File: src/rtl/shp3_pkg.sv
// ----------------------------------------------------------------------------
// shp3_pkg: shared types and constants
// Field widths, register indexes, command codes and pipeline flags for the
// 3x3 sharpen filter.
// ----------------------------------------------------------------------------
package shp3_pkg;

  // parameter defaults
  localparam int unsigned MAX_WIDTH_DEF  = 1024;
  localparam int unsigned PIXEL_BITS_DEF = 8;

  // configuration port
  localparam int unsigned CFG_INDEX_W = 1;
  localparam int unsigned CFG_DATA_W  = 16;
  localparam logic [CFG_INDEX_W-1:0] CFG_IDX_WIDTH  = 1'b0;
  localparam logic [CFG_INDEX_W-1:0] CFG_IDX_HEIGHT = 1'b1;

  localparam int unsigned WIDTH_REG_W  = 11;
  localparam int unsigned HEIGHT_REG_W = 16;
  localparam logic [WIDTH_REG_W-1:0]  WIDTH_RST  = 11'd1024;
  localparam logic [HEIGHT_REG_W-1:0] HEIGHT_RST = 16'd1024;

  // input item kind (tuser)
  localparam logic CMD_PIXEL = 1'b0;
  localparam logic CMD_FLUSH = 1'b1;

  // result fields
  localparam int unsigned SHARP_W     = 12;
  localparam int unsigned OUT_COL_W   = 10;
  localparam int unsigned OUT_ROW_W   = 16;
  localparam int unsigned OUT_FIELD_W = SHARP_W + OUT_COL_W + OUT_ROW_W;
  localparam int unsigned OUT_TDATA_W = ((OUT_FIELD_W + 7) / 8) * 8;

  // per-item control carried from the position tracker to the datapath
  typedef struct packed {
    logic emit;       // item produces a result
    logic last;       // result is the frame's final pixel
    logic use_up;
    logic use_down;
    logic use_left;
    logic use_right;
  } flags_t;

endpackage

File: src/rtl/shp3_ctrl.sv
// ----------------------------------------------------------------------------
// shp3_ctrl: configuration and raster position tracking
// Holds the size registers, tracks input and result positions, decides per
// item what it does and keeps the item in the read stage.
// ----------------------------------------------------------------------------
module shp3_ctrl #(
  parameter int unsigned MAX_WIDTH  = shp3_pkg::MAX_WIDTH_DEF,
  parameter int unsigned PIXEL_BITS = shp3_pkg::PIXEL_BITS_DEF
) (
  input  logic                              clk_i,
  input  logic                              rst_ni,
  input  logic                              cfg_valid_i,
  output logic                              cfg_ready_o,
  input  logic [shp3_pkg::CFG_INDEX_W-1:0]  cfg_index_i,
  input  logic [shp3_pkg::CFG_DATA_W-1:0]   cfg_data_i,
  input  logic                              in_valid_i,
  output logic                              in_ready_o,
  input  logic                              in_cmd_i,
  input  logic [PIXEL_BITS-1:0]             in_pixel_i,
  input  logic                              clearing_i,
  input  logic                              out_free_i,
  output logic                              rd_en_o,
  output logic [$clog2(MAX_WIDTH)-1:0]      rd_addr_o,
  output logic                              s1_adv_o,
  output logic [$clog2(MAX_WIDTH)-1:0]      s1_col_o,
  output logic [PIXEL_BITS-1:0]             s1_pixel_o,
  output shp3_pkg::flags_t                  s1_flags_o,
  output logic [$clog2(MAX_WIDTH)-1:0]      s1_ecol_o,
  output logic [shp3_pkg::OUT_ROW_W-1:0]    s1_erow_o
);

  localparam int unsigned COL_W  = $clog2(MAX_WIDTH);
  localparam int unsigned WCNT_W = $clog2(MAX_WIDTH + 1);
  localparam int unsigned CMP_W  = (WCNT_W > shp3_pkg::WIDTH_REG_W) ?
                                   WCNT_W : shp3_pkg::WIDTH_REG_W;
  localparam int unsigned ROW_W  = shp3_pkg::OUT_ROW_W;
  localparam logic [ROW_W-1:0] ROW_MAX = '1;

  logic [shp3_pkg::WIDTH_REG_W-1:0]  width_q;
  logic [shp3_pkg::HEIGHT_REG_W-1:0] height_q;

  logic [COL_W-1:0] in_col_q, in_col_d;
  logic [ROW_W-1:0] in_row_q, in_row_d;
  logic [COL_W-1:0] ecol_q, ecol_d;
  logic [ROW_W-1:0] erow_q, erow_d;
  logic             flushing_q, flushing_d;

  logic [WCNT_W-1:0] w_eff;
  logic [ROW_W-1:0]  h_last;
  logic [COL_W-1:0]  col_eff;
  logic [WCNT_W-1:0] col_inc, ecol_inc;
  logic              wrap, ewrap, frame_end, pix_valid, ignore, accept, take;
  logic              flush_n;
  shp3_pkg::flags_t  flags;

  logic                  s1_valid_q, s1_valid_d;
  logic [COL_W-1:0]      s1_col_q;
  logic [PIXEL_BITS-1:0] s1_pixel_q;
  shp3_pkg::flags_t      s1_flags_q;
  logic [COL_W-1:0]      s1_ecol_q;
  logic [ROW_W-1:0]      s1_erow_q;
  logic                  s1_adv;

  // configuration writes are always taken
  assign cfg_ready_o = 1'b1;

  always_ff @(posedge clk_i or negedge rst_ni) begin
    if (!rst_ni) begin
      width_q  <= shp3_pkg::WIDTH_RST;
      height_q <= shp3_pkg::HEIGHT_RST;
    end else if (cfg_valid_i) begin
      unique case (cfg_index_i)
        shp3_pkg::CFG_IDX_WIDTH:  width_q  <= cfg_data_i[shp3_pkg::WIDTH_REG_W-1:0];
        shp3_pkg::CFG_IDX_HEIGHT: height_q <= cfg_data_i[shp3_pkg::HEIGHT_REG_W-1:0];
        default: ;
      endcase
    end
  end

  // effective size: zero acts as one, width capped at the line store depth
  always_comb begin
    if (width_q == '0) begin
      w_eff = WCNT_W'(1);
    end else if (CMP_W'(width_q) > CMP_W'(MAX_WIDTH)) begin
      w_eff = WCNT_W'(MAX_WIDTH);
    end else begin
      w_eff = WCNT_W'(width_q);
    end
    h_last = (height_q == '0) ? '0 : height_q - ROW_W'(1);
  end

  // read stage
  assign s1_adv     = s1_valid_q && (!s1_flags_q.emit || out_free_i);
  assign in_ready_o = !clearing_i && (!s1_valid_q || s1_adv);
  assign accept     = in_valid_i && in_ready_o;
  assign ignore     = (in_cmd_i == shp3_pkg::CMD_FLUSH) ? !flushing_q : flushing_q;
  assign take       = accept && !ignore;

  always_comb begin
    // a column left over from a wider setting wraps to zero
    col_eff   = (WCNT_W'(in_col_q) >= w_eff) ? '0 : in_col_q;
    col_inc   = WCNT_W'(col_eff) + WCNT_W'(1);
    wrap      = col_inc >= w_eff;
    pix_valid = (in_row_q >= ROW_W'(2)) || (in_row_q == ROW_W'(1) && col_eff != '0);
    frame_end = !flushing_q && (in_row_q >= h_last) && wrap;
    flush_n   = flushing_q || frame_end;

    ecol_inc  = WCNT_W'(ecol_q) + WCNT_W'(1);
    ewrap     = ecol_inc >= w_eff;

    flags.emit      = pix_valid;
    flags.last      = pix_valid && flush_n && (erow_q >= h_last) && ewrap;
    flags.use_up    = erow_q != '0;
    flags.use_down  = erow_q < h_last;
    flags.use_left  = ecol_q != '0;
    flags.use_right = !ewrap;

    in_col_d   = in_col_q;
    in_row_d   = in_row_q;
    ecol_d     = ecol_q;
    erow_d     = erow_q;
    flushing_d = flushing_q;
    if (take) begin
      if (flags.last) begin
        in_col_d   = '0;
        in_row_d   = '0;
        ecol_d     = '0;
        erow_d     = '0;
        flushing_d = 1'b0;
      end else begin
        flushing_d = flush_n;
        if (wrap) begin
          in_col_d = '0;
          if (in_row_q != ROW_MAX) begin
            in_row_d = in_row_q + ROW_W'(1);
          end
        end else begin
          in_col_d = col_inc[COL_W-1:0];
        end
        if (pix_valid) begin
          if (ewrap) begin
            ecol_d = '0;
            erow_d = erow_q + ROW_W'(1);
          end else begin
            ecol_d = ecol_inc[COL_W-1:0];
          end
        end
      end
    end
  end

  always_comb begin
    s1_valid_d = s1_valid_q;
    if (take) begin
      s1_valid_d = 1'b1;
    end else if (s1_adv) begin
      s1_valid_d = 1'b0;
    end
  end

  always_ff @(posedge clk_i or negedge rst_ni) begin
    if (!rst_ni) begin
      in_col_q   <= '0;
      in_row_q   <= '0;
      ecol_q     <= '0;
      erow_q     <= '0;
      flushing_q <= 1'b0;
      s1_valid_q <= 1'b0;
    end else begin
      in_col_q   <= in_col_d;
      in_row_q   <= in_row_d;
      ecol_q     <= ecol_d;
      erow_q     <= erow_d;
      flushing_q <= flushing_d;
      s1_valid_q <= s1_valid_d;
    end
  end

  always_ff @(posedge clk_i) begin
    if (take) begin
      s1_col_q   <= col_eff;
      s1_pixel_q <= (in_cmd_i == shp3_pkg::CMD_FLUSH) ? '0 : in_pixel_i;
      s1_flags_q <= flags;
      s1_ecol_q  <= ecol_q;
      s1_erow_q  <= erow_q;
    end
  end

  assign rd_en_o    = take;
  assign rd_addr_o  = col_eff;
  assign s1_adv_o   = s1_adv;
  assign s1_col_o   = s1_col_q;
  assign s1_pixel_o = s1_pixel_q;
  assign s1_flags_o = s1_flags_q;
  assign s1_ecol_o  = s1_ecol_q;
  assign s1_erow_o  = s1_erow_q;

  // the frame's final result restarts all positions
  a_last_restarts: assert property (@(posedge clk_i) disable iff (!rst_ni)
    take && flags.last |=> in_col_q == '0 && in_row_q == '0 && !flushing_q)
    else $error("positions not cleared after the final result");

  // no new item while the line stores are being cleared
  a_no_take_clearing: assert property (@(posedge clk_i) disable iff (!rst_ni)
    clearing_i |-> !rd_en_o && !s1_valid_q)
    else $error("item taken during line store clear");

  // a held read-stage item keeps its column and flags
  a_s1_hold: assert property (@(posedge clk_i) disable iff (!rst_ni)
    s1_valid_q && !s1_adv |=> s1_valid_q && $stable(s1_col_q) && $stable(s1_flags_q))
    else $error("stalled read-stage item changed");

  // flushing starts only on an item that ends the frame
  a_flush_start: assert property (@(posedge clk_i) disable iff (!rst_ni)
    !flushing_q && take && !frame_end |=> !flushing_q)
    else $error("flush entered without frame end");

endmodule

File: config.mk
export PLATFORM = sky130hd
export DESIGN_NAME = shp3_ctrl
export DESIGN_NICKNAME = d
export VERILOG_FILES = /design/src/rtl/shp3_pkg.sv /design/src/rtl/shp3_ctrl.sv
export SDC_FILE = /design/constraint.sdc
export NUM_CORES = 1
export LEC_CHECK = 0
export BUFFER_PORTS_ARGS = -buffer_cell sky130_fd_sc_hd__buf_4
export CAP_MARGIN = 20
export CORE_ASPECT_RATIO = 0.9
export CORE_MARGIN = 5
export CORE_UTILIZATION = 25
export CTS_CLUSTER_DIAMETER = 100
export CTS_CLUSTER_SIZE = 8
export DETAILED_ROUTE_END_ITERATION = 6
export GPL_ROUTABILITY_DRIVEN = 0
export GPL_TIMING_DRIVEN = 0
export PLACE_DENSITY = 0.42
export SETUP_SLACK_MARGIN = 0.02
export SKIP_CTS_REPAIR_TIMING = 1
export SLEW_MARGIN = 10
export SYNTH_ARGS = -nofsm -noshare
export SYNTH_HDL_FRONTEND = slang
export SYNTH_SLANG_ARGS = --single-unit
File: constraint.sdc
create_clock -name clk_i -period 7.9 [get_ports clk_i]
set_input_delay 1.185 -clock clk_i [delete_from_list [all_inputs] [get_ports clk_i]]
set_output_delay 1.185 -clock clk_i [all_outputs]
set_load 0.005 [all_outputs]
# Word-level counts from Yosys, hierarchy flattened
# Index checks and enable logic that the tools add are counted.
# word_totals
reg_bits	131
output_inout_bits	64
# op_classes
addsub	5
n_lt_le_gt_ge	8
eq_ne	2
n_mux	19
bitwise	1
reduce_logical	35
# ops
operator	n
16-bit 2-to-1 mux	7
10-bit 2-to-1 mux	6
16-bit by 1-bit adder with 16-bit output (second input constant)	2
16-bit >= comparator	2
10-bit by 1-bit adder with 11-bit output (second input constant)	2
11-bit >= comparator	2
11-bit 2-to-1 mux	2
10-bit nonzero test	2
16-bit by 1-bit == test with 1-bit output (second input constant)	1
16-bit by 2-bit >= comparator with 1-bit output (second input constant)	1
16-bit logical NOT	1
16-bit less-than comparator	1
16-bit inequality test (second input constant)	1
16-bit nonzero test	1
16-bit by 1-bit subtractor with 16-bit output (second input constant)	1
10-bit by 11-bit >= comparator with 1-bit output	1
11-bit > comparator (second input constant)	1
11-bit logical NOT	1
1-bit logical AND	10
2-bit nonzero test	5
1-bit logical NOT	6
2-bit AND reduction	3
3-bit AND reduction	2
1-bit logical OR	4
other kinds (2)	5

# Depth between registers and ports, before layout
# logic_depth
ltp_word	14
ltp_mapped	25

# Worst setup path after synthesis
# No wires, ideal clock.
# synth_path
path_type	register -> register
from	reg width_q[4] in the netlist's numbering
to	reg in_col_q[0]
setup_time_ps	167
t_arrival_ps	4320
required_ps	7733
setup_slack_ps	3413
stages_incl_launch_ff	25
period_less_slack_ps	4487
path_cell_list	dfrtp_1 -> nor4_1 -> a31oi_1 -> nor2_1 -> ha_1 -> nand2b_1 -> a21o_1 -> a21oi_1 -> o21ai_0 -> nand2_1 -> nand2_1 -> inv_1 -> ha_1 -> nand2_1 -> nor2_1 -> xnor2_1 -> nor2_1 -> ha_1 -> and4_1 -> nand3_1 -> o21ai_1 -> o21a_1 -> o22ai_1 -> o31ai_2 -> o22ai_1
# synth_via
elab_chain_len	13
# synth_lines
item	line	text
from (decl)	shp3_ctrl.sv:39	logic [shp3_pkg::WIDTH_REG_W-1:0] width_q;
from (signal assigned)	shp3_ctrl.sv:69	width_q <= shp3_pkg::WIDTH_RST;
from (signal assigned)	shp3_ctrl.sv:73	shp3_pkg::CFG_IDX_WIDTH: width_q <= cfg_data_i[shp3_pkg::WIDTH_REG_W-1:0];
11-bit > comparator	shp3_ctrl.sv:84	end else if (CMP_W'(width_q) > CMP_W'(MAX_WIDTH)) begin
11-bit 2-to-1 mux	shp3_ctrl.sv:84	
11-bit 2-to-1 mux (*)	shp3_ctrl.sv:82	if (width_q == '0) begin
10-bit by 11-bit >= comparator with 1-bit output (*)	shp3_ctrl.sv:101	col_eff = (WCNT_W'(in_col_q) >= w_eff) ? '0 : in_col_q;
10-bit 2-to-1 mux (*)	shp3_ctrl.sv:101	
net rd_addr_o[0]	shp3_ctrl.sv:23	output logic [$clog2(MAX_WIDTH)-1:0] rd_addr_o,
10-bit by 1-bit adder with 11-bit output	shp3_ctrl.sv:102	col_inc = WCNT_W'(col_eff) + WCNT_W'(1);
11-bit >= comparator	shp3_ctrl.sv:103	wrap = col_inc >= w_eff;
1-bit logical AND	shp3_ctrl.sv:105	frame_end = !flushing_q && (in_row_q >= h_last) && wrap;
1-bit logical OR	shp3_ctrl.sv:106	flush_n = flushing_q || frame_end;
1-bit logical AND (3 in a row)	shp3_ctrl.sv:112	flags.last = pix_valid && flush_n && (erow_q >= h_last) && ewrap;
10-bit 2-to-1 mux (*)	shp3_ctrl.sv:124	if (flags.last) begin
to (signal assigned)	shp3_ctrl.sv:170	in_col_q <= in_col_d;
to (decl)	shp3_ctrl.sv:42	logic [COL_W-1:0] in_col_q, in_col_d;
# The timed path passes the listed nets; every way through them passes the cells marked *.
# A chain may end at the register's enable or synchronous reset.

# Worst setup path in the final report
# layout_path
from	reg width_q[10] in the netlist's numbering
to	reg in_col_q[0]
# layout_via
elab_chain_len	13
# layout_lines
item	line
11-bit > comparator	shp3_ctrl.sv:84
11-bit 2-to-1 mux	shp3_ctrl.sv:84
11-bit 2-to-1 mux (*)	shp3_ctrl.sv:82
10-bit by 11-bit >= comparator with 1-bit output	shp3_ctrl.sv:101
10-bit 2-to-1 mux	shp3_ctrl.sv:101
10-bit by 1-bit adder with 11-bit output	shp3_ctrl.sv:102
11-bit >= comparator	shp3_ctrl.sv:103
1-bit logical AND	shp3_ctrl.sv:105
1-bit logical OR	shp3_ctrl.sv:106
1-bit logical AND (3 in a row)	shp3_ctrl.sv:112
10-bit 2-to-1 mux (*)	shp3_ctrl.sv:124
# Every way passes the cells marked *; elsewhere a longest branch is shown, timed or not.

==> flow_metrics.tcl <==
set metrics [dict create \
    r2r_slack_ps 1940 \
    root_buffer "clkbuf_16" \
    yosysTopAreaCell "dfrtp_1" \
    power_mw 2.37 \
    port_buffers 94 \
    synth_cell_types 74 \
    slowest_stage "o31ai_2" \
    grt_setup_unrepaired "false" \
    cpPeakStageDelay_ps 830 \
    max_freq_mhz 168 \
    setup_violations 0 \
    crit_fanout 11 \
    path_clk_slew_ps 60 \
    synth_cells 736 \
    viasPerCell 4.56 \
    grt_pass1_vias 5779 \
    synth_top_cells_by_area "dfrtp_1 (26%), edfxtp_1 (19%), ha_1 (12%), xnor2_1 (4.0%), mux2_2 (3.8%)" \
    power_density_nw_per_um2 247 \
    tritoncts "built" \
    tightest_slew_ps 955 \
    syn_avg_cell_area_um2 10.5 \
    hold_slack_ps 452 \
    insertedDiodeCount 0 \
    ys_warn_count 0 \
    hold_path_depth 0 \
    core-area_um2 30700 \
    worstPathRequired_ps 8160 \
    wl_per_cell_um 16.7 \
    numCtsBuffers 17 \
    drc 0 \
    grt_pass1_wl_mm 33.8 \
    grt_antenna_before_repair 1 \
    skew_ps 7.34 \
    drive_gt1_share_pct 21.9 \
    io_pins 96 \
    regArea_um2 3530 \
    power.leakage_nw 4.05 \
    path_cells "inv_1, clkbuf_1, nand2_1, ha_1, a211oi_1, nor3_1, nor2_1, o21ai_0, nand2_1, nand2_1, inv_1, ha_1, nand3_1, xor2_1, nor2_1, ha_1, and4_1, nand3_1, o21ai_1, o21a_1, o22ai_1, o31ai_2, o22ai_1" \
    synth_commonest_cells "dfrtp_1 (79), ha_1 (74), nand2_1 (68), nor2_1 (60), edfxtp_1 (50)" \
    final_area_um2 9620 \
    synth-main-ff-cell "dfrtp_1" \
    synth_nets 842 \
    grt_max_degree 55 \
    grt.overflow.total 0 \
    place_area_um2 8990 \
    start_util_pct 25.2 \
    reg2reg_to "in_col_q[0]" \
    finalHoldViolCount 0 \
    firstDrtPassIters 5 \
    die_w_um 195 \
    vias 5809 \
    clk_path_buf_depth 2 \
    rr_worst_depth 23 \
    multi_input_area_um2 3990 \
    h-tree-depth 4 \
    synth-seq-cells 131 \
    dp_hpwl_mm 16.4 \
    cp-start-kind "flip-flop" \
    synth_area_um2 7720 \
    finalMaxSlewViolations 0 \
    synth.most_common_cell "dfrtp_1" \
    max-cap-violations 0 \
    clk_latency_ps 430 \
    final_nets 957 \
    hp-start "ecol_q[2]" \
    period_share_pct 75.5 \
    rr_startpoint "width_q[10]" \
    die-area_um2 34500 \
    fp.dieH_um 177 \
    grt_use_total_pct 12.6 \
    hp-class "reg -> reg" \
    antenna_left 0 \
    synth-edff-count 50 \
    async_flop_share_pct 61.8 \
    crit_type "reg -> reg" \
    min_to "s1_ecol_o[2]" \
    fin_setup_tns_ps 0 \
    arrival_ps 6230 \
    fillers 3226 \
    irDropWorstVdd_v 0.000141 \
    ys_seq_area_share_pct 45.7 \
    yosysTopAreaCellShare_pct 25.6 \
    slew_headroom_pct 36.0 \
    finalCriticalPeriod_ps 5960 \
    rows 61 \
    syn_to_final_growth_pct 24.6 \
    end_kind "flip-flop" \
    routed_wl_mm 21.3 \
    status "completed" \
    cts.sink_count 131 \
    drtIter0Drc 288 \
]
==> worst max-delay path, delay by kind of cell, from the launching register on <==
kind,cells,cell delay [ps]
and+or+nand+nor,9,1700
DFF,1,380
buffers and inverters,3,630
adders and majority gates,3,1020
xor gates and xnor gates,1,200
AOI/OAI and AO/OA,7,1880
==> metal layers <==
layer / GRT usage, % / vias up / wire, um
li1: - / 2929 / -
met3: 3.50 / 18 / 915
met1: 18.6 / 2752 / 11300
met2: 18.1 / 108 / 8810
met5: 0 / - / 13
met4: 2.88 / 2 / 204
==> registers in the layout (all words and copies together), names as in the netlist <==
register,count
ecol_q,10
height_q,16
erow_q,16
s1_flags_o,6
in_col_q,10
s1_valid_q,1
flushing_q,1
width_q,11
s1_ecol_o,10
s1_pixel_o,8
s1_col_o,10
s1_erow_o,16
in_row_q,16
==> final cells by class <==
class	count	share of cell area, %
Clock inverter	15	2.15
Clock buffer	17	4.42
Tap cell	409	5.32
Multi-Input combinational cell	559	41.4
Inverter	26	1.03
Buffer	20	1.14
Timing Repair Buffer	96	7.83
Sequential cell	131	36.7
==> report_power, final <==
part	leakage [nW]	switching, mW	internal (mW)
Combinational	2.26	0.367	0.273
Sequential	1.48	0.0926	0.788
Clock	0.304	0.321	0.531
==> how the worst max path moves through the flow <==
| stage | from | to | slack, ps | depth (start not counted) |
|---|---|---|---|---|
| floorplan | width_q[4] | in_col_q[0] | 3410 | 24 |
| global placement | width_q[10] | in_col_q[7] | 2030 | 24 |
| detailed placement | width_q[10] | in_col_q[0] | 1960 | 23 |
| CTS | width_q[10] | in_col_q[0] | 1950 | 23 |
| global route | width_q[10] | in_col_q[2] | 1370 | 23 |
| finish | width_q[10] | in_col_q[0] | 1940 | 23 |
==> logic make-up (layout without fill, tap and decap cells) <==
| logic type | Yosys count | after routing | synth area share, % |
|---|---|---|---|
| AND/OR/NAND/NOR | 300 | 300 | 20.4 |
| flip-flops | 131 | 131 | 45.7 |
| AO/OA/AOI/OAI | 106 | 106 | 9.48 |
| adder cells (fa/ha/maj) | 74 | 74 | 12.0 |
| XOR/XNOR | 52 | 52 | 5.90 |
| buffers and inverters | 46 | 174 | 2.69 |
| multiplexers | 26 | 26 | 3.79 |
| other | 1 | 1 | 0.0485 |
==> per-stage QoR <==
stage	setup slack [ps]	util (%)	instances
detailed placement	1960	29.3	1241
floorplan	3410	-	736
finish	1940	31.4	1273
global placement	2030	29.1	1239
CTS	1950	31.4	1273
global route	1370	31.4	1273
==> cell usage in the layout, fill, tap and decap left out, types with 12 or more instances in the layout <==
master,n
nor3_1,33
nor4_1,18
ha_1,74
a21oi_1,22
nor2b_1,12
o21ai_0,27
nand2_1,68
nand3_1,26
xor2_1,17
nand4_1,19
xnor2_1,35
buf_4,96
inv_1,25
mux2_2,26
clkbuf_16,17
edfxtp_1,50
dfrtp_1,79
nor2_1,60
Power figures use the tool's default switching activity.
