==> src/rtl/shp3_pkg.sv <==
// ----------------------------------------------------------------------------
// shp3_pkg: shared types and constants
// Field widths, register indexes, command codes and pipeline flags for the
// 3x3 sharpen filter.
// ----------------------------------------------------------------------------
package shp3_pkg;

  // parameter defaults
  localparam int unsigned MAX_WIDTH_DEF  = 1024;
  localparam int unsigned PIXEL_BITS_DEF = 8;

  // configuration port
  localparam int unsigned CFG_INDEX_W = 1;
  localparam int unsigned CFG_DATA_W  = 16;
  localparam logic [CFG_INDEX_W-1:0] CFG_IDX_WIDTH  = 1'b0;
  localparam logic [CFG_INDEX_W-1:0] CFG_IDX_HEIGHT = 1'b1;

  localparam int unsigned WIDTH_REG_W  = 11;
  localparam int unsigned HEIGHT_REG_W = 16;
  localparam logic [WIDTH_REG_W-1:0]  WIDTH_RST  = 11'd1024;
  localparam logic [HEIGHT_REG_W-1:0] HEIGHT_RST = 16'd1024;

  // input item kind (tuser)
  localparam logic CMD_PIXEL = 1'b0;
  localparam logic CMD_FLUSH = 1'b1;

  // result fields
  localparam int unsigned SHARP_W     = 12;
  localparam int unsigned OUT_COL_W   = 10;
  localparam int unsigned OUT_ROW_W   = 16;
  localparam int unsigned OUT_FIELD_W = SHARP_W + OUT_COL_W + OUT_ROW_W;
  localparam int unsigned OUT_TDATA_W = ((OUT_FIELD_W + 7) / 8) * 8;

  // per-item control carried from the position tracker to the datapath
  typedef struct packed {
    logic emit;       // item produces a result
    logic last;       // result is the frame's final pixel
    logic use_up;
    logic use_down;
    logic use_left;
    logic use_right;
  } flags_t;

endpackage

==> src/rtl/shp3_kernel.sv <==
// ----------------------------------------------------------------------------
// shp3_kernel: window taps, kernel sum and result register
// Shifts the window on every item, forms 5*centre minus the edge
// neighbours inside the image and holds the result for the output side.
// ----------------------------------------------------------------------------
module shp3_kernel #(
  parameter int unsigned MAX_WIDTH  = shp3_pkg::MAX_WIDTH_DEF,
  parameter int unsigned PIXEL_BITS = shp3_pkg::PIXEL_BITS_DEF
) (
  input  logic                                 clk_i,
  input  logic                                 rst_ni,
  input  logic                                 shift_i,
  input  logic [PIXEL_BITS-1:0]                top_i,
  input  logic [PIXEL_BITS-1:0]                mid_i,
  input  logic [PIXEL_BITS-1:0]                pixel_i,
  input  shp3_pkg::flags_t                     flags_i,
  input  logic [$clog2(MAX_WIDTH)-1:0]         ecol_i,
  input  logic [shp3_pkg::OUT_ROW_W-1:0]       erow_i,
  output logic                                 out_free_o,
  output logic                                 res_valid_o,
  input  logic                                 res_ready_i,
  output logic [shp3_pkg::SHARP_W-1:0]         res_sharp_o,
  output logic [shp3_pkg::OUT_COL_W-1:0]       res_col_o,
  output logic [shp3_pkg::OUT_ROW_W-1:0]       res_row_o,
  output logic                                 res_last_o
);

  localparam int unsigned SUM_W = (PIXEL_BITS + 4 > shp3_pkg::SHARP_W) ?
                                  PIXEL_BITS + 4 : shp3_pkg::SHARP_W;

  // window taps: newest column of the upper and lower rows, two of the middle
  logic [PIXEL_BITS-1:0] top2_q, mid1_q, mid2_q, bot2_q;

  logic [SUM_W-1:0] ctr_x5, sum;
  logic             load;
  logic             valid_q, valid_d;

  logic [shp3_pkg::SHARP_W-1:0]   sharp_q;
  logic [shp3_pkg::OUT_COL_W-1:0] col_q;
  logic [shp3_pkg::OUT_ROW_W-1:0] row_q;
  logic                           last_q;

  // taps before this item's shift: up=top2, left=mid1, centre=mid2,
  // right=mid_i, down=bot2
  always_comb begin
    ctr_x5 = (SUM_W'(mid2_q) << 2) + SUM_W'(mid2_q);
    sum    = ctr_x5
           - (flags_i.use_up    ? SUM_W'(top2_q) : '0)
           - (flags_i.use_down  ? SUM_W'(bot2_q) : '0)
           - (flags_i.use_left  ? SUM_W'(mid1_q) : '0)
           - (flags_i.use_right ? SUM_W'(mid_i)  : '0);
  end

  always_ff @(posedge clk_i or negedge rst_ni) begin
    if (!rst_ni) begin
      top2_q <= '0;
      mid1_q <= '0;
      mid2_q <= '0;
      bot2_q <= '0;
    end else if (shift_i) begin
      top2_q <= top_i;
      mid1_q <= mid2_q;
      mid2_q <= mid_i;
      bot2_q <= pixel_i;
    end
  end

  assign out_free_o = !valid_q || res_ready_i;
  assign load       = shift_i && flags_i.emit;

  always_comb begin
    valid_d = valid_q;
    if (load) begin
      valid_d = 1'b1;
    end else if (res_ready_i) begin
      valid_d = 1'b0;
    end
  end

  always_ff @(posedge clk_i or negedge rst_ni) begin
    if (!rst_ni) begin
      valid_q <= 1'b0;
    end else begin
      valid_q <= valid_d;
    end
  end

  always_ff @(posedge clk_i) begin
    if (load) begin
      sharp_q <= sum[shp3_pkg::SHARP_W-1:0];
      col_q   <= shp3_pkg::OUT_COL_W'(ecol_i);
      row_q   <= erow_i;
      last_q  <= flags_i.last;
    end
  end

  assign res_valid_o = valid_q;
  assign res_sharp_o = sharp_q;
  assign res_col_o   = col_q;
  assign res_row_o   = row_q;
  assign res_last_o  = last_q;

endmodule

==> config.mk <==
export PLATFORM = sky130hd
export DESIGN_NAME = shp3_kernel
export DESIGN_NICKNAME = d
export VERILOG_FILES = /design/src/rtl/shp3_pkg.sv /design/src/rtl/shp3_kernel.sv
export SDC_FILE = /design/constraint.sdc
export NUM_CORES = 1
export LEC_CHECK = 0
export ABC_AREA = 1
export BUFFER_PORTS_ARGS = -buffer_cell sky130_fd_sc_hd__buf_2
export CAP_MARGIN = 15
export CORE_UTILIZATION = 29
export DETAILED_ROUTE_END_ITERATION = 6
export HOLD_SLACK_MARGIN = 0.1
export SKIP_LAST_GASP = 1
export SLEW_MARGIN = 20
export SYNTH_ARGS = -nofsm -noshare
export SYNTH_HDL_FRONTEND = slang
export SYNTH_SLANG_ARGS = --single-unit
==> constraint.sdc <==
create_clock -name clk_i -period 3.29 [get_ports clk_i]
set_input_delay 0 -clock clk_i [delete_from_list [all_inputs] [get_ports clk_i]]
set_output_delay 0 -clock clk_i [all_outputs]
set_load 0.05 [all_outputs]
# After elaboration in Yosys (flattened, before gate mapping)
# Cells that the tools add are included.
# totals
rom_bits	0
n_memories	0
wordCells	24
output_inout_bits	41
latchBits	0
mem_bits_rw	0
register_bits	72
inputBits	60
# classes
bitwise	0
n_eq_ne	0
n_reduce_logical	4
add_sub_neg	5
n_mux	6
multipliers	0
n_lt_le_gt_ge	0
div	0
shifts	0
# op_table
operator	n
$sub A12 B8 Y12	3
$mux W8	4
$sub A11 B8 Y12	1
$add A10 B8 Y11	1
$mux W1	2
$reduce_bool A2 Y1	1
$logic_and A1 B1 Y1	1
$logic_not A1 Y1	1
$logic_or A1 B1 Y1	1

# Logic depth before layout (Yosys ltp)
# Gate-level depths: netlist of run 1.
# logic_depth
depth_word	5
ltp_mapped	18
mapped_depth_nobuf	17

# Least setup slack after synthesis of run 1
# No wires, ideal clock.
# synth_timing
path_type	reg-to-reg
startpoint	register top2_q[7]
endpoint	register sharp_q, in the netlist res_sharp_o[9], data pin
t_required_ps	3037
arrival_time_ps	2952
setup_time_ps	253
period_less_slack_ps	3205
path_slack_ps	85
path_stages_with_launch	16
n_path_buf	0
cell_sequence	dfrtp_1 nand2_1 inv_1 fa_1 inv_1 fa_1 inv_1 fa_1 inv_1 ha_1 nand2_2 inv_1 a21oi_1 nand3_1 nand2_1 nand2_1
# synth_between
elab_chain_len	5
# synth_lines
element	line	rtl
start: declaration	shp3_kernel.sv:32	logic [PIXEL_BITS-1:0] top2_q, mid1_q, mid2_q, bot2_q;
start signal: assignment	shp3_kernel.sv:61	top2_q <= top_i;
$mux W8	shp3_kernel.sv:48	- (flags_i.use_up ? SUM_W'(top2_q) : '0)
$sub A11 B8 Y12	shp3_kernel.sv:48	
$sub A12 B8 Y12	shp3_kernel.sv:49	- (flags_i.use_down ? SUM_W'(bot2_q) : '0)
$sub A12 B8 Y12	shp3_kernel.sv:50	- (flags_i.use_left ? SUM_W'(mid1_q) : '0)
$sub A12 B8 Y12	shp3_kernel.sv:51	- (flags_i.use_right ? SUM_W'(mid_i) : '0);
net sum[9]	shp3_kernel.sv:34	logic [SUM_W-1:0] ctr_x5, sum;
end signal: assignment	shp3_kernel.sv:90	sharp_q <= sum[shp3_pkg::SHARP_W-1:0];
end: declaration	shp3_kernel.sv:38	logic [shp3_pkg::SHARP_W-1:0] sharp_q;
# The timed path passes the listed nets, and every way through them passes these cells.
# A chain may end at the register's enable or synchronous reset.

# Worst setup path in the final report of run 1
# layout_timing
startpoint	register top2_q[7]
endpoint	register sharp_q, in the netlist res_sharp_o[10], data pin
# The elaborated chain is that of the path after synthesis.

==> results.cfg, run 1 <==
[critical_path]
path_class = reg -> reg
required_ns = 3.37
crit_path_start_kind = register
cp_data_arrival_time_ns = 3.28
cp_max_fo = 5
crit_path_end_kind = register

[clock_network]
cts_tree = yes
clk_pin_slew_ns = 0.06
clk_path_buf_depth = 2
clk_latency_ns = 0.33
ctsRootBufferMaster = clkbuf_16
clock_sinks = 72
cts_max_level = 3
cts_made_buffers = 9

[sta]
fin_crit_ns = 3.20
hold_viol_final = 0
maxSlewHeadroom_pct = 41.4
fin_crit_sh_pct = 97.4
slew_violations = 0
setup_viol = 0
whs_ns = 0.105
fmax_ghz = 0.312
fin_worst_skew_ns = 0.0124
rsz0062_at_grt = yes
worst_pin_slew_ns = 0.878

[layout]
drive_gt1_share_pct = 28.7
postLayoutCoreUtil_pct = 44.6
finalNonFillerCells = 768
nets = 692
antenna_cells = 0
area_delta_synth_final_pct = 48.7
fill_cells = 1238

[detailed_routing]
viasPerCell = 4.11
route.vias.total = 3154
ant_nets = 0
drcViolationCount = 0
wl_um = 8950
firstDrtPassIters = 4
drtIter0Drc = 128
wl_per_cell_um = 11.7

[floorplan]
die_width_um = 119
dieArea_mm2 = 0.0142
core-area_mm2 = 0.0133
rows = 42
initial_utilization_pct = 30.0
die_y_um = 119
ios = 101

[global_routing]
grt_pass1_wl_um = 14500
gr-total-overflow = 0
grt_start_max_net_pins = 40
antenna_found_initial = 0
busiest_layer = met2
first_global_vias = 3167
grt_usage_pct = 13.2
use_met3_pct = 3.64
grt_use_met1_pct = 16.8
globalRouteMet2Util_pct = 21.7

[flow_run]
cap_viol_max_count = 0

[logic_synthesis]
yosys-top-cells-count = nand2_1, inv_1, edfxtp_1
ys_seq_area_share_pct = 50.1
ys_seq_elements = 72
yosys_warnings = 0
synthCells = 409
synth_flop_cell = edfxtp_1
yosysTopAreaCellShare_pct = 29.4
synth_top_cells_by_area = edfxtp_1, dfrtp_1, fa_1, nand2_1, inv_1
yosysMostFrequentCell = nand2_1
avgSynthCellArea_um2 = 9.74
synth_cell_type_count = 20
synth-edff-count = 39
syn_area_mm2 = 0.00398
yosys.area.top_type = edfxtp_1
syn_nets = 514
synthArstFlopShare_pct = 45.8

[placed_design]
gp_routability_congestion = 0.835
io_buffers = 100
placed_cells = 681
hpwl_um = 6390

[status]
status = finished clean

[hold_path]
worstHoldPathType = in -> reg

[power_and_ir_drop]
leakagePower_nw = 2.89
ir_drop_v = 0.000416
power_density_mw_per_mm2 = 786
[per-layer routing]
layer | wire, µm | vias up
met5 | 0 | -
met1 | 4210 | 1427
li1 | - | 1598
met2 | 4030 | 118
met4 | 108 | 0
met3 | 594 | 11
[power breakdown]
group	internal, mW	switching [mW]	total [mW]	leakage (nW)
Sequential	1.15	0.0485	1.20	0.767
Combinational	0.951	1.46	2.41	1.97
Clock	0.665	0.372	1.04	0.155
Total	2.77	1.88	4.65	2.89
[sequential cells by signal, indices dropped and copies added, names as in the netlist]
signal       cells
bot2_q           8
res_row_o       16
top2_q           8
res_valid_o      1
mid1_q           8
mid2_q           8
res_last_o       1
res_sharp_o     12
res_col_o       10
[path summary, 6_finish.rpt]
check	start	endpoint	slack, ns	depth (start not counted)
max in group asynchronous	rst_ni	mid2_q[3]	2.49	2
min reg2reg	bot2_q[7]	bot2_q[7]	0.47	2
min in group asynchronous	rst_ni	mid2_q[7]	0.27	2
max reg2reg	top2_q[7]	res_sharp_o[10]	0.09	14
min	shift_i	top2_q[1]	0.11	3
max	top2_q[7]	res_sharp_o[10]	0.09	14
[cell families (layout without fill, tap and decap cells)]
family	count (synthesis)	after routing	share of synthesized area (%)
and+or+nand+nor	184	184	18.3
buffers and inverters	86	269	8.29
AOI/OAI and AO/OA	15	15	1.88
DFF	72	72	50.1
adders and majority gates	45	45	19.8
xor gates and xnor gates	7	7	1.54
[worst max-delay path, cell delays in order (launching register included)]
cell     delay [ns]
dfrtp_1        0.37
nand2_1        0.07
inv_1          0.05
fa_1           0.52
inv_1          0.05
fa_1           0.53
inv_1          0.05
fa_1           0.49
inv_2          0.05
ha_4           0.31
nand2_4        0.08
nor2_4         0.11
nand3_2        0.09
nand4_1        0.11
nand2_1        0.07
[layout by cell type (no fill, tap or decap), drive strengths merged, types with 9 or more instances in the layout]
| cell type | n |
|---|---|
| dlygate4sd3 | 67 |
| nand2 | 160 |
| o21ai | 9 |
| fa | 30 |
| clkbuf | 9 |
| buf | 111 |
| inv | 77 |
| edfxtp | 39 |
| nand3 | 13 |
| ha | 15 |
| dfrtp | 33 |
[cell type report]
type,count,area (µm²),area share (%)
Inverter,75,282,4.75
Tap cell,176,220,3.72
Sequential cell,72,2000,33.8
Multi-Input combinational cell,251,1850,31.2
Timing Repair Buffer,178,1250,21.2
Clock buffer,9,225,3.80
Clock inverter,7,93.8,1.58
[through the flow]
step	setup TNS, ns	instance area [µm²]	total power [mW]	worst slack (ns)
floorplan	0	3980	2.63	0.0851
global placement	-0.0555	4710	3.05	-0.0553
detailed placement	-0.229	4710	3.07	-0.117
CTS	-0.000133	5730	4.26	-0.000133
global route	-0.240	5920	5.00	-0.0719
finish	0	5920	4.65	0.0855
[what timing repair did]
action,CTS,global route
gates cloned,0,0
endpoints found under the hold margin,85,0
gates resized for setup,4,44
hold buffers,67,0
buffers inserted,0,4
pin swaps,1,24
setup endpoints to repair,3,9
No activity file was read; power rests on OpenSTA's default activity.
==> run 2: changes to the inputs <==
--- a/config.mk
+++ b/config.mk
@@ -10,6 +10,7 @@
 export CAP_MARGIN = 15
 export CORE_UTILIZATION = 29
 export DETAILED_ROUTE_END_ITERATION = 6
+export GPL_TIMING_DRIVEN = 0
 export HOLD_SLACK_MARGIN = 0.1
 export SKIP_LAST_GASP = 1
 export SLEW_MARGIN = 20
==> run 2 against run 1 <==
  * Fmax rose by 1.2%
  * Count of clock-buffer cells in the layout is 3 higher
  * Cell count down 1.2%
==> results.cfg, run 2 (synthesized netlist as in run 1, its figures left out) <==
[status]
status = finished clean

[power_and_ir_drop]
leakagePower_nw = 2.82
power_density_mw_per_mm2 = 769
total_power_mw = 4.41
ir_drop_v = 0.000435

[detailed_routing]
wl_per_cell_um = 11.3
ant_nets = 0
firstDrtPassIters = 4
viasPerCell = 4.06
drcViolationCount = 0
drtIter0Drc = 141
route.vias.total = 3081
wl_um = 8580

[sta]
fin_crit_ns = 3.17
worst_pin_slew_ns = 0.744
fin_worst_skew_ns = 0.00654
fin_crit_sh_pct = 96.2
maxSlewHeadroom_pct = 50.3
slew_violations = 0
fmax_ghz = 0.316
hold_viol_final = 0
setup_viol = 0

[placed_design]
hpwl_um = 6370
io_buffers = 95
gp_routability_congestion = 0.828
placed_cells = 680
placed_area_mm2 = 0.00468

[clock_network]
clk_pin_slew_ns = 0.06
clk_latency_ns = 0.33
clk_path_buf_depth = 2
cts_tree = yes
cts_max_level = 3
clock_sinks = 72
ctsRootBufferMaster = clkbuf_16
cts_made_buffers = 9

[critical_path]
cp_max_fo = 5
critPathSlowestCell = fa_1
path_class = reg -> reg
r2r-start = mid1_q[3]
crit_path_start_kind = register
crit_path_start = mid1_q[3]
ff2ff_path_depth = 12
cp_common_cell = nand2_1
critPathMaxStageDelay_ns = 0.54
required_ns = 3.37
cp_cell_sequence = nand2_1 > fa_1 > fa_1 > inv_1 > fa_1 > inv_1 > ha_4 > or2_2 > nand3_2 > nand2_1 > nand2_1 > nand2_1
cp_data_arrival_time_ns = 3.25
crit_path_end_kind = register

[layout]
largest_register_ffs = 16
finalNonFillerCells = 759
antenna_cells = 0
area_delta_synth_final_pct = 44.1
final_area_mm2 = 0.00574
nets = 683
mostFrequentLayoutCells = nand2_1, buf_2, inv_1
layout_commonest_cell = nand2_1
drive_gt1_share_pct = 27.6

[floorplan]
initial_utilization_pct = 30.0
die_y_um = 119
ios = 101
rows = 42
core-area_mm2 = 0.0133
die_width_um = 119
dieArea_mm2 = 0.0142

[global_routing]
antenna_found_initial = 0
first_global_vias = 3149
grt_usage_pct = 12.9
gr-total-overflow = 0
grt_start_max_net_pins = 40
grt_pass1_wl_um = 14200

[hold_path]
worstHoldPathType = in -> async

[flow_run]
cap_viol_max_count = 0
-- run 2: changes by cell type in the layout (fill, tap and decap cells not counted), moves of 2 or more --
| cell | previous run | this run |
|---|---|---|
| buf_4 | 11 | 5 |
| clkbuf_1 | 0 | 8 |
| clkinv_1 | 2 | 0 |
| clkinv_2 | 0 | 3 |
| dlygate4sd3_1 | 67 | 58 |
| ha_4 | 7 | 5 |
| inv_1 | 71 | 68 |
| inv_2 | 4 | 7 |
| inv_6 | 2 | 0 |
| nand2_1 | 145 | 151 |
| nand2_2 | 12 | 7 |
-- run 2: area by class of cell --
| type | instances | area (µm²) |
|---|---|---|
| plain buffers | 11 | 48.8 |
| clock buffers | 12 | 236 |
| clock inverters | 4 | 45.0 |
| fillers | 1245 | 7560 |
| inverters | 75 | 282 |
| multi-input cells | 251 | 1810 |
| flip-flops and latches | 72 | 2000 |
| well taps | 176 | 220 |
| repair buffers | 158 | 1090 |
-- run 2: worst max-delay path, delay by kind of cell (launching register included) --
| family | cells | cell delay, ns |
|---|---|---|
| buf+inv | 2 | 0.11 |
| simple gates | 6 | 0.62 |
| flops | 1 | 0.34 |
| fa+ha+maj | 4 | 1.83 |
-- run 2: timing repair --
| action | CTS | global route |
|---|---|---|
| setup endpoints to repair | 4 | 8 |
| endpoints found under the hold margin | 87 | 0 |
| setup buffers | 0 | 5 |
| pin swaps | 4 | 26 |
| hold buffers | 58 | 0 |
| gates resized for setup | 12 | 30 |
-- run 2: per-stage QoR --
stage | util (%) | setup WS [ns] | TNS, ns | hold slack (ns)
floorplan | - | 0.0851 | 0 | -0.296
global placement | 35.2 | -0.0914 | -0.299 | 0.101
detailed placement | 35.2 | -0.123 | -0.484 | 0.106
CTS | 42.1 | -0.0382 | -0.0470 | 0.303
global route | 43.2 | -0.00581 | -0.00638 | 0.369
finish | 43.2 | 0.125 | 0 | 0.276
-- run 2: layer usage --
layer | vias to the layer above | wire length (µm) | share of wire (%) | track usage [%]
met5 | - | 0 | 0 | 0
met4 | 0 | 169 | 2.0 | 6.41
met2 | 100 | 4080 | 47 | 22.4
met3 | 11 | 471 | 5.5 | 2.35
li1 | 1581 | - | - | -
met1 | 1389 | 3870 | 45 | 15.1
-- run 2: where the power goes --
part           switching [mW]  leakage [nW]  internal [mW]  total (mW)
combinational            1.40          1.92          0.887        2.29
sequential             0.0471         0.766           1.16        1.20
clock                   0.339         0.140          0.583       0.922
-- run 2: worst paths after layout --
| kind | end | slack [ns] |
|---|---|---|
| worst max-delay path | res_sharp_o[8] | 0.12 |
| worst max register to register | res_sharp_o[8] | 0.12 |
| min in group clk_i | res_col_o[5] | 0.38 |
| worst min-delay path | mid2_q[7] | 0.28 |
| worst min register to register | top2_q[4] | 0.47 |
| max in group asynchronous | mid2_q[3] | 2.49 |
==> run 3: changes to the inputs <==
--- a/config.mk
+++ b/config.mk
@@ -8,10 +8,14 @@
 export ABC_AREA = 1
 export BUFFER_PORTS_ARGS = -buffer_cell sky130_fd_sc_hd__buf_2
 export CAP_MARGIN = 15
+export CELL_PAD_IN_SITES_DETAIL_PLACEMENT = 1
+export CELL_PAD_IN_SITES_GLOBAL_PLACEMENT = 1
 export CORE_UTILIZATION = 29
 export DETAILED_ROUTE_END_ITERATION = 6
 export GPL_TIMING_DRIVEN = 0
 export HOLD_SLACK_MARGIN = 0.1
+export PLACE_DENSITY_LB_ADDON = 0.1
+export REMOVE_ABC_BUFFERS = 1
 export SKIP_LAST_GASP = 1
 export SLEW_MARGIN = 20
 export SYNTH_ARGS = -nofsm -noshare
==> run 3 against run 2 <==
  * Non-clock buffer count shrank 1
  * Routed wire length grew 6.9%
  * Register-to-register slack lost 0.03 ns
  * First-iteration DRC count shrank 59%
  * Total power grew 4.9%
  * Flip-flop and latch count is the same
  * Sequential power is essentially flat
  * Cell area grew 1.1%
  * Worst hold slack lost 0.094 ns
  * Core utilization grew 0.49 points
  * Setup slack lost 0.033 ns
  * Sequential share of layout area shrank 0.41 points
  * Largest cell class unchanged
  * Largest power group unchanged
==> results.cfg, run 3 (synthesized netlist as in run 1, its figures left out) <==
[status]
status = finished clean

[layout]
fill_cells = 1527
finalNonFillerCells = 757
layout_commonest_cell = nand2_1
drive_gt1_share_pct = 29.9
nets = 682
mostFrequentLayoutCells = nand2_1, buf_2, inv_1
antenna_cells = 0
largest_register_ffs = 16
area_delta_synth_final_pct = 45.7
final_area_mm2 = 0.00580

[sta]
rsz0062_at_grt = yes
fin_crit_ns = 3.20
fmax_ghz = 0.313
fin_worst_skew_ns = 0.00763
maxSlewHeadroom_pct = 35.7
worst_pin_slew_ns = 0.964
tns_ns = 0
setup_viol = 0
slew_violations = 0
hold_viol_final = 0
fin_crit_sh_pct = 97.2

[power_and_ir_drop]
leakagePower_nw = 2.86
power_density_mw_per_mm2 = 797
ir_drop_v = 0.000362

[placed_design]
hpwl_um = 6530
gp_routability_congestion = 0.716
placed_area_mm2 = 0.00467
placed_cells = 675
io_buffers = 100

[hold_path]
hold_end = top2_q[6]
hp-start = shift_i
whs_path_depth = 3
worstHoldPathType = in -> reg

[global_routing]
grt_usage_pct = 13.8
antenna_found_initial = 0
grt_start_max_net_pins = 35
first_global_vias = 3259
gr-total-overflow = 0
grt_pass1_wl_um = 15000

[critical_path]
crit_path_end_kind = register
cp_max_fo = 4
required_ns = 3.38
path_class = reg -> reg
ff2ff_path_depth = 12
cp_data_arrival_time_ns = 3.29
crit_path_start_kind = register
worstReg2RegEnd = res_sharp_o[10]
reg2reg_slack_ns = 0.09
r2r-start = mid1_q[5]

[flow_run]
cap_viol_max_count = 0

[clock_network]
cts_tree = yes
cts_made_buffers = 9
clk_latency_ns = 0.34
ctsRootBufferMaster = clkbuf_16
clk_path_buf_depth = 2
cts_max_level = 3
clk_pin_slew_ns = 0.06
clock_sinks = 72

[floorplan]
core-area_mm2 = 0.0133
rows = 42
ios = 101
dieArea_mm2 = 0.0142
die_y_um = 119
initial_utilization_pct = 30.0
die_width_um = 119

[detailed_routing]
firstDrtPassIters = 4
drcViolationCount = 0
ant_nets = 0
route.vias.total = 3157
wl_um = 9170
viasPerCell = 4.17
drtIter0Drc = 58
wl_per_cell_um = 12.1
[run 3: cell types whose count changed in the layout (fill, tap and decap cells not counted), moves of 2 or more]
cell,previous run,this run
clkbuf_1,8,1
clkinv_1,0,2
nand2_1,151,144
dlygate4sd3_1,58,54
nand2_2,7,13
clkinv_2,3,1
buf_4,5,13
[run 3: how the worst max path moves through the flow]
stage,end,depth (start not counted),startpoint,slack (ns)
floorplan,res_sharp_o[9],15,top2_q[7],0.09
global placement,res_sharp_o[9],14,top2_q[7],-0.15
detailed placement,res_sharp_o[8],14,top2_q[7],-0.18
CTS,res_sharp_o[8],14,top2_q[7],-0.001
global route,res_sharp_o[10],14,mid1_q[5],-0.04
finish,res_sharp_o[10],12,mid1_q[5],0.09
[run 3: metal layers]
| metal | GRT usage, % | part of all wire, % |
|---|---|---|
| met1 | 15.9 | 45 |
| met2 | 23.0 | 47 |
| met3 | 3.69 | 5.1 |
| met4 | 7.59 | 2.3 |
| met5 | 0 | 0 |
[run 3: stage by stage]
stage | util, % | power, mW | setup WS (ns) | hold WS, ns
6_report | 43.6 | 4.62 | 0.0916 | 0.182
5_1_grt | 43.6 | 5.00 | -0.0359 | 0.223
4_1_cts | 42.2 | 4.35 | -0.00120 | 0.195
3_5_place_dp | 35.2 | 3.08 | -0.180 | 0.142
3_3_place_gp | 35.0 | 3.03 | -0.146 | 0.122
2_1_floorplan | - | 2.62 | 0.0874 | -0.296
[run 3: final cells by class]
type	instances	area, µm²	area share [%]
flip-flops and latches	72	2000	34.5
multi-input cells	251	1840	31.7
repair buffers	168	1160	20.0
inverters	75	282	4.85
clock buffers	10	229	3.95
well taps	176	220	3.79
clock inverters	5	72.6	1.25
[run 3: what timing repair did]
item | in CTS | in global routing
resized for setup | 16 | 34
setup endpoints to repair | 5 | 7
setup buffers | 3 | 10
pin swaps | 6 | 34
hold buffers | 54 | 0
endpoints found under the hold margin | 85 | 0
[run 3: critical path: stages, from the launching register on]
cell	delay, ns
dfrtp_1	0.35
nand2_1	0.08
fa_1	0.51
fa_1	0.54
inv_1	0.06
fa_1	0.53
inv_1	0.07
ha_4	0.31
nand2_2	0.07
nor2_2	0.15
nand3_2	0.11
nand4_1	0.11
nand2_1	0.06
[run 3: power breakdown]
group	internal [mW]	total, mW	leakage, nW	switching [mW]
logic	0.971	2.42	1.95	1.45
clock network	0.652	1.00	0.147	0.351
registers	1.15	1.20	0.767	0.0484
total	2.78	4.62	2.86	1.85
